==> src/rtl/core/rope_pkg.sv <==
// rope_pkg: shared types and constants for the rotate-half fp16 datapath
// no dependencies
package rope_pkg;

    localparam int unsigned ProdW  = 22;   // 11 x 11 significand product
    localparam int unsigned AccW   = 64;   // aligned sum width (room for 22 + 40 + carry)
    localparam int unsigned AlignCap = 40;
    localparam logic [15:0] QNan   = 16'h7E00;
    localparam logic [15:0] PosInf = 16'h7C00;

    typedef enum logic [1:0] {
        CLS_FIN = 2'd0,
        CLS_INF = 2'd1,
        CLS_NAN = 2'd2
    } t_cls;

    // one product term: value = mag * 2^ex
    typedef struct packed {
        t_cls              cls;
        logic              sign;
        logic [ProdW-1:0]  mag;
        logic signed [7:0] ex;
    } t_term;

    // aligned sum ready for rounding, or a fixed special answer
    typedef struct packed {
        logic              special;
        logic [15:0]       spec_val;
        logic              sign;
        logic [AccW-1:0]   mag;
        logic signed [7:0] ex;
    } t_sum;

endpackage

==> src/rtl/core/rope_mul.sv <==
// rope_mul: one fp16 x fp16 exact product term, registered
// depends on rope_pkg
module rope_mul
    import rope_pkg::*;
(
    input  logic        i_clk,
    input  logic        i_en,
    input  logic [15:0] i_a,
    input  logic [15:0] i_b,
    input  logic        i_neg,
    output t_term       o_term
);

    logic [4:0]  w_fa, w_fb;
    logic [10:0] w_ma, w_mb;
    logic        w_nana, w_nanb, w_infa, w_infb, w_zera, w_zerb;
    t_term       n_term;
    t_term       r_term;

    // unpack operands
    assign w_fa = i_a[14:10];
    assign w_fb = i_b[14:10];
    assign w_ma = (w_fa == 5'd0) ? {1'b0, i_a[9:0]} : {1'b1, i_a[9:0]};
    assign w_mb = (w_fb == 5'd0) ? {1'b0, i_b[9:0]} : {1'b1, i_b[9:0]};
    assign w_nana = (w_fa == 5'd31) && (i_a[9:0] != 10'd0);
    assign w_nanb = (w_fb == 5'd31) && (i_b[9:0] != 10'd0);
    assign w_infa = (w_fa == 5'd31) && !w_nana;
    assign w_infb = (w_fb == 5'd31) && !w_nanb;
    assign w_zera = (w_fa == 5'd0) && (i_a[9:0] == 10'd0);
    assign w_zerb = (w_fb == 5'd0) && (i_b[9:0] == 10'd0);

    // classify and multiply
    always_comb begin
        n_term.sign = i_a[15] ^ i_b[15] ^ i_neg;
        n_term.mag  = '0;
        n_term.ex   = '0;
        if (w_nana || w_nanb || (w_infa && w_zerb) || (w_infb && w_zera)) begin
            n_term.cls = CLS_NAN;
        end else if (w_infa || w_infb) begin
            n_term.cls = CLS_INF;
        end else begin
            n_term.cls = CLS_FIN;
            n_term.mag = w_ma * w_mb;
            n_term.ex  = ((w_fa == 5'd0) ? 8'sd1 : $signed({3'b000, w_fa}))
                       + ((w_fb == 5'd0) ? 8'sd1 : $signed({3'b000, w_fb}))
                       - 8'sd50;
        end
    end

    always_ff @(posedge i_clk) begin
        if (i_en) begin
            r_term <= n_term;
        end
    end

    assign o_term = r_term;

endmodule

==> src/rtl/core/rope_add.sv <==
// rope_add: aligns two product terms and forms the exact signed sum, registered
// depends on rope_pkg
module rope_add
    import rope_pkg::*;
(
    input  logic  i_clk,
    input  logic  i_en,
    input  t_term i_p,
    input  t_term i_r,
    output t_sum  o_sum
);

    t_term          w_hi, w_lo;
    logic [8:0]     w_gap;
    logic [AccW-1:0] w_mh, w_ml, w_lost_mask;
    logic [5:0]     w_sh;
    logic signed [7:0] w_ex;
    t_sum           n_sum;
    t_sum           r_sum;

    // order by exponent and align
    always_comb begin
        if (i_r.ex > i_p.ex) begin
            w_hi = i_r;
            w_lo = i_p;
        end else begin
            w_hi = i_p;
            w_lo = i_r;
        end
        w_gap = 9'($signed({w_hi.ex[7], w_hi.ex}) - $signed({w_lo.ex[7], w_lo.ex}));
        w_sh  = '0;
        w_lost_mask = '0;
        if (w_gap <= 9'(AlignCap)) begin
            w_mh = AccW'(w_hi.mag) << w_gap;
            w_ml = AccW'(w_lo.mag);
            w_ex = w_lo.ex;
        end else begin
            // far term collapses to a sticky bit (gap never exceeds 63 here)
            w_sh = 6'(w_gap - 9'(AlignCap));
            w_mh = AccW'(w_hi.mag) << AlignCap;
            w_lost_mask = (AccW'(1) << w_sh) - AccW'(1);
            w_ml = (AccW'(w_lo.mag) >> w_sh)
                 | AccW'((AccW'(w_lo.mag) & w_lost_mask) != '0);
            w_ex = 8'(w_hi.ex - 8'sd40);
        end
    end

    // special cases and signed sum
    always_comb begin
        n_sum.special  = 1'b1;
        n_sum.spec_val = '0;
        n_sum.sign     = 1'b0;
        n_sum.mag      = '0;
        n_sum.ex       = w_ex;
        if (i_p.cls == CLS_NAN || i_r.cls == CLS_NAN) begin
            n_sum.spec_val = QNan;
        end else if (i_p.cls == CLS_INF && i_r.cls == CLS_INF) begin
            n_sum.spec_val = (i_p.sign != i_r.sign) ? QNan : {i_p.sign, PosInf[14:0]};
        end else if (i_p.cls == CLS_INF) begin
            n_sum.spec_val = {i_p.sign, PosInf[14:0]};
        end else if (i_r.cls == CLS_INF) begin
            n_sum.spec_val = {i_r.sign, PosInf[14:0]};
        end else if (i_p.mag == '0 && i_r.mag == '0) begin
            n_sum.spec_val = {i_p.sign & i_r.sign, 15'd0};
        end else if (i_p.mag == '0) begin
            n_sum.special = 1'b0;
            n_sum.sign = i_r.sign;
            n_sum.mag  = AccW'(i_r.mag);
            n_sum.ex   = i_r.ex;
        end else if (i_r.mag == '0) begin
            n_sum.special = 1'b0;
            n_sum.sign = i_p.sign;
            n_sum.mag  = AccW'(i_p.mag);
            n_sum.ex   = i_p.ex;
        end else if (w_hi.sign == w_lo.sign) begin
            n_sum.special = 1'b0;
            n_sum.sign = w_hi.sign;
            n_sum.mag  = w_mh + w_ml;
        end else if (w_mh == w_ml) begin
            n_sum.spec_val = 16'd0;
        end else if (w_mh > w_ml) begin
            n_sum.special = 1'b0;
            n_sum.sign = w_hi.sign;
            n_sum.mag  = w_mh - w_ml;
        end else begin
            n_sum.special = 1'b0;
            n_sum.sign = w_lo.sign;
            n_sum.mag  = w_ml - w_mh;
        end
    end

    always_ff @(posedge i_clk) begin
        if (i_en) begin
            r_sum <= n_sum;
        end
    end

    assign o_sum = r_sum;

endmodule

==> src/rtl/core/rope_round.sv <==
// rope_round: normalizes an exact sum and rounds it to fp16, nearest-even
// two register stages: leading-one count, then shift and round; depends on rope_pkg
module rope_round
    import rope_pkg::*;
(
    input  logic        i_clk,
    input  logic        i_en1,
    input  logic        i_en2,
    input  t_sum        i_sum,
    output logic [15:0] o_half
);

    logic [6:0]        w_len;
    t_sum              r_sum;
    logic [6:0]        r_len;
    logic signed [9:0] w_q;
    logic [6:0]        w_sh;
    logic [AccW-1:0]   w_m, w_rem, w_half, w_mask;
    logic [AccW-1:0]   w_mr;
    logic signed [9:0] w_qr;
    logic signed [9:0] w_fe;
    logic [15:0]       n_half;
    logic [15:0]       r_half;

    // bit length of the magnitude
    always_comb begin
        w_len = '0;
        for (int i = 0; i < AccW; i++) begin
            if (i_sum.mag[i]) begin
                w_len = 7'(i + 1);
            end
        end
    end

    always_ff @(posedge i_clk) begin
        if (i_en1) begin
            r_sum <= i_sum;
            r_len <= w_len;
        end
    end

    // shift to 11 bits and round
    always_comb begin
        w_q = 10'($signed({{2{r_sum.ex[7]}}, r_sum.ex})) + $signed({3'b000, r_len}) - 10'sd11;
        if (w_q < -10'sd24) begin
            w_q = -10'sd24;
        end
        w_sh = '0; w_mask = '0; w_rem = '0; w_half = '0; w_m = '0;
        w_qr = w_q;
        if (w_q <= $signed({{2{r_sum.ex[7]}}, r_sum.ex})) begin
            w_mr = r_sum.mag << 7'($signed({{2{r_sum.ex[7]}}, r_sum.ex}) - w_q);
        end else begin
            w_sh = 7'(w_q - $signed({{2{r_sum.ex[7]}}, r_sum.ex}));
            if (w_sh > 7'd63) begin
                w_sh = 7'd63;
            end
            w_mask = (AccW'(1) << w_sh[5:0]) - AccW'(1);
            w_rem  = r_sum.mag & w_mask;
            w_half = AccW'(1) << (w_sh[5:0] - 6'd1);
            w_m    = r_sum.mag >> w_sh[5:0];
            if (w_rem > w_half || (w_rem == w_half && w_m[0])) begin
                w_mr = w_m + AccW'(1);
            end else begin
                w_mr = w_m;
            end
            if (w_mr == AccW'(2048)) begin
                w_mr = AccW'(1024);
                w_qr = w_q + 10'sd1;
            end
        end
        w_fe = w_qr + 10'sd25;
        if (r_sum.special) begin
            n_half = r_sum.spec_val;
        end else if (r_sum.mag == '0) begin
            n_half = {r_sum.sign, 15'd0};
        end else if (w_mr < AccW'(1024)) begin
            n_half = {r_sum.sign, 5'd0, w_mr[9:0]};
        end else if (w_fe >= 10'sd31) begin
            n_half = {r_sum.sign, PosInf[14:0]};
        end else begin
            n_half = {r_sum.sign, w_fe[4:0], w_mr[9:0]};
        end
    end

    always_ff @(posedge i_clk) begin
        if (i_en2) begin
            r_half <= n_half;
        end
    end

    assign o_half = r_half;

endmodule

==> src/rtl/core/rope_rotate_half_fp16.sv <==
// rope_rotate_half_fp16: rotate-half rotary embedding on one fp16 lane pair
// top level; depends on rope_pkg, rope_mul, rope_add, rope_round
//
// usage:
//   slave stream s_axis_* carries one word per lane pair:
//     tdata = {sin_val, cos_val, x_second, x_first} (x_first lowest)
//   master stream m_axis_* returns one word per input word:
//     tdata = {out_second, out_first} (out_first lowest)
//   out_first = x_first*cos - x_second*sin, out_second = x_second*cos + x_first*sin,
//   products exact, each sum rounded once to fp16 nearest-even.
// pipeline: 4 register stages (multiply, align/add, leading-one count,
//   shift/round); m_axis_tvalid rises once the word is in the shift/round
//   register, and the word leaves when m_axis_tready is high.
// throughput: one word per clock while the receiver keeps m_axis_tready high;
//   the four-stage valid pipeline holds a word every cycle.
// stall: a stage advances when it is empty or the stage after it moves, so
//   s_axis_tready drops only when every stage holds a word and the receiver
//   stalls; nothing is lost or repeated.
// reset: i_rst_n low clears all valid bits; no data registers need reset.
module rope_rotate_half_fp16
    import rope_pkg::*;
(
    input  logic        i_clk,
    input  logic        i_rst_n,
    input  logic        s_axis_tvalid,
    output logic        s_axis_tready,
    input  logic [63:0] s_axis_tdata,   // x_first, x_second, cos_val, sin_val
    output logic        m_axis_tvalid,
    input  logic        m_axis_tready,
    output logic [31:0] m_axis_tdata    // out_first, out_second
);

    localparam int unsigned Stages = 4;

    logic [Stages-1:0] r_vld;
    logic [Stages-1:0] w_en;
    logic [15:0] w_xf, w_xs, w_cv, w_sv;
    t_term w_p0, w_r0, w_p1, w_r1;
    t_sum  w_s0, w_s1;
    logic [15:0] w_o0, w_o1;

    // stage enables, back to front
    always_comb begin
        w_en[Stages-1] = !r_vld[Stages-1] || m_axis_tready;
        for (int i = Stages - 2; i >= 0; i--) begin
            w_en[i] = !r_vld[i] || w_en[i+1];
        end
    end

    assign s_axis_tready = w_en[0];
    assign m_axis_tvalid = r_vld[Stages-1];

    // valid bits
    always_ff @(posedge i_clk) begin
        if (!i_rst_n) begin
            r_vld <= '0;
        end else begin
            if (w_en[0]) begin
                r_vld[0] <= s_axis_tvalid;
            end
            for (int i = 1; i < Stages; i++) begin
                if (w_en[i]) begin
                    r_vld[i] <= r_vld[i-1];
                end
            end
        end
    end

    assign w_xf = s_axis_tdata[15:0];
    assign w_xs = s_axis_tdata[31:16];
    assign w_cv = s_axis_tdata[47:32];
    assign w_sv = s_axis_tdata[63:48];

    // stage 1: four products
    rope_mul u_mul_fc (.i_clk, .i_en(w_en[0]), .i_a(w_xf), .i_b(w_cv), .i_neg(1'b0), .o_term(w_p0));
    rope_mul u_mul_ss (.i_clk, .i_en(w_en[0]), .i_a(w_xs), .i_b(w_sv), .i_neg(1'b1), .o_term(w_r0));
    rope_mul u_mul_sc (.i_clk, .i_en(w_en[0]), .i_a(w_xs), .i_b(w_cv), .i_neg(1'b0), .o_term(w_p1));
    rope_mul u_mul_fs (.i_clk, .i_en(w_en[0]), .i_a(w_xf), .i_b(w_sv), .i_neg(1'b0), .o_term(w_r1));

    // stage 2: aligned sums
    rope_add u_add0 (.i_clk, .i_en(w_en[1]), .i_p(w_p0), .i_r(w_r0), .o_sum(w_s0));
    rope_add u_add1 (.i_clk, .i_en(w_en[1]), .i_p(w_p1), .i_r(w_r1), .o_sum(w_s1));

    // stages 3 and 4: normalize and round
    rope_round u_rnd0 (.i_clk, .i_en1(w_en[2]), .i_en2(w_en[3]), .i_sum(w_s0), .o_half(w_o0));
    rope_round u_rnd1 (.i_clk, .i_en1(w_en[2]), .i_en2(w_en[3]), .i_sum(w_s1), .o_half(w_o1));

    assign m_axis_tdata = {w_o1, w_o0};

    // a stalled output word stays put
    a_out_hold: assert property (@(posedge i_clk) disable iff (!i_rst_n)
        m_axis_tvalid && !m_axis_tready |=> m_axis_tvalid && $stable(m_axis_tdata))
        else $error("output word changed under stall");

    // input is refused only when the whole pipe is full
    a_ready_full: assert property (@(posedge i_clk) disable iff (!i_rst_n)
        !s_axis_tready |-> (r_vld == '1) && !m_axis_tready)
        else $error("tready low with room in pipeline");

    // an accepted word is offered on m_axis_tvalid when the output is never stalled meanwhile
    a_latency: assert property (@(posedge i_clk) disable iff (!i_rst_n)
        s_axis_tvalid && s_axis_tready && m_axis_tready
        ##1 m_axis_tready ##1 m_axis_tready ##1 m_axis_tready |=> m_axis_tvalid)
        else $error("word lost in pipeline");

endmodule

==> config.mk <==
export PLATFORM = sky130hd
export DESIGN_NAME = rope_rotate_half_fp16
export DESIGN_NICKNAME = d
export VERILOG_FILES = /design/src/rtl/core/rope_pkg.sv /design/src/rtl/core/rope_mul.sv /design/src/rtl/core/rope_add.sv /design/src/rtl/core/rope_round.sv /design/src/rtl/core/rope_rotate_half_fp16.sv
export SDC_FILE = /design/constraint.sdc
export NUM_CORES = 2
export LEC_CHECK = 0
export BUFFER_PORTS_ARGS = -buffer_cell sky130_fd_sc_hd__buf_4
export CORE_MARGIN = 3
export CORE_UTILIZATION = 50
export DETAILED_ROUTE_END_ITERATION = 6
export PLACE_DENSITY = 0.65
export SLEW_MARGIN = 30
export SYNTH_ARGS = -nofsm -noshare
export SYNTH_HDL_FRONTEND = slang
export SYNTH_SLANG_ARGS = --single-unit
export TNS_END_PERCENT = 5
==> constraint.sdc <==
create_clock -name i_clk -period 40.4 [get_ports i_clk]
set_clock_uncertainty 0.15 [all_clocks]
set_input_delay 4.04 -clock i_clk [delete_from_list [all_inputs] [get_ports i_clk]]
set_output_delay 4.04 -clock i_clk [all_outputs]
set_load 0.01 [all_outputs]
==> impl_metrics.tcl <==
set metrics [dict create \
    worstMarginPinSlew_ps 1190 \
    yosys_warnings 0 \
    fp.dieH_um 431 \
    min_period_over_period_pct 47.0 \
    grt_max_degree 85 \
    htree_levels 2 \
    hpwl_um 329000 \
    hold_violations 0 \
    areaGrowthSynthToFinish_pct 5.03 \
    cp_slowest_cell "ha_1" \
    synthCells 11900 \
    gp_congestion 1.18 \
    grt_pass1_wl_um 621000 \
    syn_area_per_cell_um2 7.60 \
    setup_viol 0 \
    clk_latency_ps 680 \
    yosys-top-cells-area "edfxtp_1, ha_1, fa_1" \
    synthArstFlopShare_pct 0 \
    ys_seq_area_share_pct 16.2 \
    synth_edf_count 486 \
    dieWidth_um 431 \
    max_slew_margin_pct 20.5 \
    fin_tns_setup_ps 0 \
    fill_cells 17100 \
    synth_top_area_share_pct 16.1 \
    antenna_found_initial 34 \
    via_count 99700 \
    die-area_um2 186000 \
    coreArea_um2 179000 \
    synth_top_area_cell "edfxtp_1" \
    drcViolationCount 68 \
    clock-sinks 490 \
    numCtsBuffers 52 \
    crit_fanout 46 \
    slowest_delay_ps 730 \
    yosysMostFrequentCell "nand2_1" \
    post_cts.repair.setup_buffers 0 \
    cts_hold_buf 0 \
    cp.arrival_ps 19210 \
    clk_path_buf_depth 3 \
    routed_wl_um 428000 \
    rsz0062_at_grt "false" \
    crit_buf_inv 3 \
    synth_cell_types 149 \
    cts_resized 0 \
    min_from "u_add1.o_sum[82]" \
    startpoint_type "register" \
    status "complete, but fails checks" \
    drt.antenna.violating_nets 0 \
    cp_top_family "simple AND/OR/NAND/NOR gates" \
    max_freq_ghz 0.0527 \
    first_iter_violations 15900 \
    synth_area_um2 90500 \
    hp-class "register to register" \
    wl_per_cell_um 30.6 \
    critPathCaptureType "register" \
    grt_pass1_vias 92900 \
    drive_above_1_share_pct 7.64 \
    critPathLaunch "u_rnd0.r_len[0]" \
    cts_tree "yes" \
    core.rowCount 155 \
    violations "design-rule violations" \
    drv_slew 0 \
    crit_top_cell "nor2_1" \
    criticalPathCategory "register to register" \
    dr.pass1.iters 7 \
    min_period_ps 18990 \
    portBuffers 101 \
    start_util_pct 50.5 \
    yosys-top-cells-count "nand2_1, nor2_1, inv_1" \
    drv_cap 0 \
    root_buffer "clkbuf_16" \
    cp.required_ps 40620 \
    clkTransAtPathRegs_ps 70 \
    grt_usage_pct 43.9 \
    nets 12600 \
    ys_ff_latch 490 \
    viasPerCell 7.13 \
    synthFlopType "edfxtp_1" \
    grt-ovfl-total 0 \
    crit-reg2reg-launch "u_rnd0.r_len[0]" \
    io_pins 102 \
]
==> layer usage <==
layer | wire length (um) | track usage (%)
met5 | 331 | 0.520
met4 | 35000 | 28.2
met3 | 56300 | 13.6
met2 | 177000 | 64.9
met1 | 159000 | 55.5
==> cell type report <==
class | count | area (um^2) | area share [%]
diodes | 32 | 80.1 | 0.0842
clock buffers | 61 | 1360 | 1.43
clock inverters | 32 | 309 | 0.325
repair buffers | 360 | 2730 | 2.87
inverters | 836 | 3150 | 3.31
flip-flops and latches | 490 | 14700 | 15.4
multi-input cells | 9815 | 69800 | 73.4
well taps | 2355 | 2950 | 3.10
==> stage by stage <==
stage | utilization, % | hold slack [ps] | std cells | cell area [um^2] | setup WS [ps]
final | 53.0 | 265 | 14000 | 95100 | 21410
after global routing | 53.0 | 279 | 14000 | 95000 | 20270
after CTS | 52.9 | 269 | 13900 | 94900 | 21420
after detailed placement | 52.0 | 255 | 13900 | 93200 | 21500
after global placement | 52.0 | 253 | 13900 | 93100 | 21810
after floorplan | - | 250 | 11900 | 90500 | 24660
==> flip-flops by register name, summed over array words and instances (netlist names) <==
register and count:
u_add0.o_sum 77, u_add1.o_sum 77, u_rnd0.r_sum 77, u_rnd1.r_sum 77
u_mul_fc.o_term 33, u_mul_fs.o_term 33, u_mul_sc.o_term 33, u_mul_ss.o_term 33
u_rnd0.o_half 16, u_rnd1.o_half 16, u_rnd0.r_len 7, u_rnd1.r_len 7
r_vld 4
==> placed cells by master (no fill, tap or decap), drive strengths merged, types with 145 or more instances in the layout <==
| cell | n |
|---|---|
| a211oi | 241 |
| a21o | 178 |
| a21oi | 711 |
| a31oi | 159 |
| and2 | 358 |
| and3 | 145 |
| buf | 359 |
| edfxtp | 486 |
| fa | 334 |
| ha | 622 |
| inv | 839 |
| mux2i | 504 |
| nand2 | 1505 |
| nand3 | 306 |
| nand4 | 145 |
| nor2 | 1047 |
| nor3 | 382 |
| nor4 | 203 |
| o21ai | 568 |
| o22ai | 202 |
| xnor2 | 232 |
==> cells by family after synthesis <==
logic type	after synthesis	synth area share, %
compound gates	3296	25.1
flops	490	16.2
mux	614	7.53
buf+inv	1601	7.25
xor+xnor	314	3.06
simple gates	4633	24.9
other cells	1	0.00414
fa+ha+maj	956	16.0
==> path summary, 6_finish.rpt <==
| kind | slack, ps | cells after the start | endpoint |
|---|---|---|---|
| hold / removal | 260 | 0 | u_rnd1.r_sum[82] |
| setup / recovery | 21410 | 61 | u_rnd0.o_half[9] |
| hold reg to reg | 260 | 0 | u_rnd1.r_sum[82] |
| setup reg to reg | 21410 | 61 | u_rnd0.o_half[9] |
Power is not shown: default switching activity piles up to over one toggle a cycle in this logic, so the estimate is an artifact.
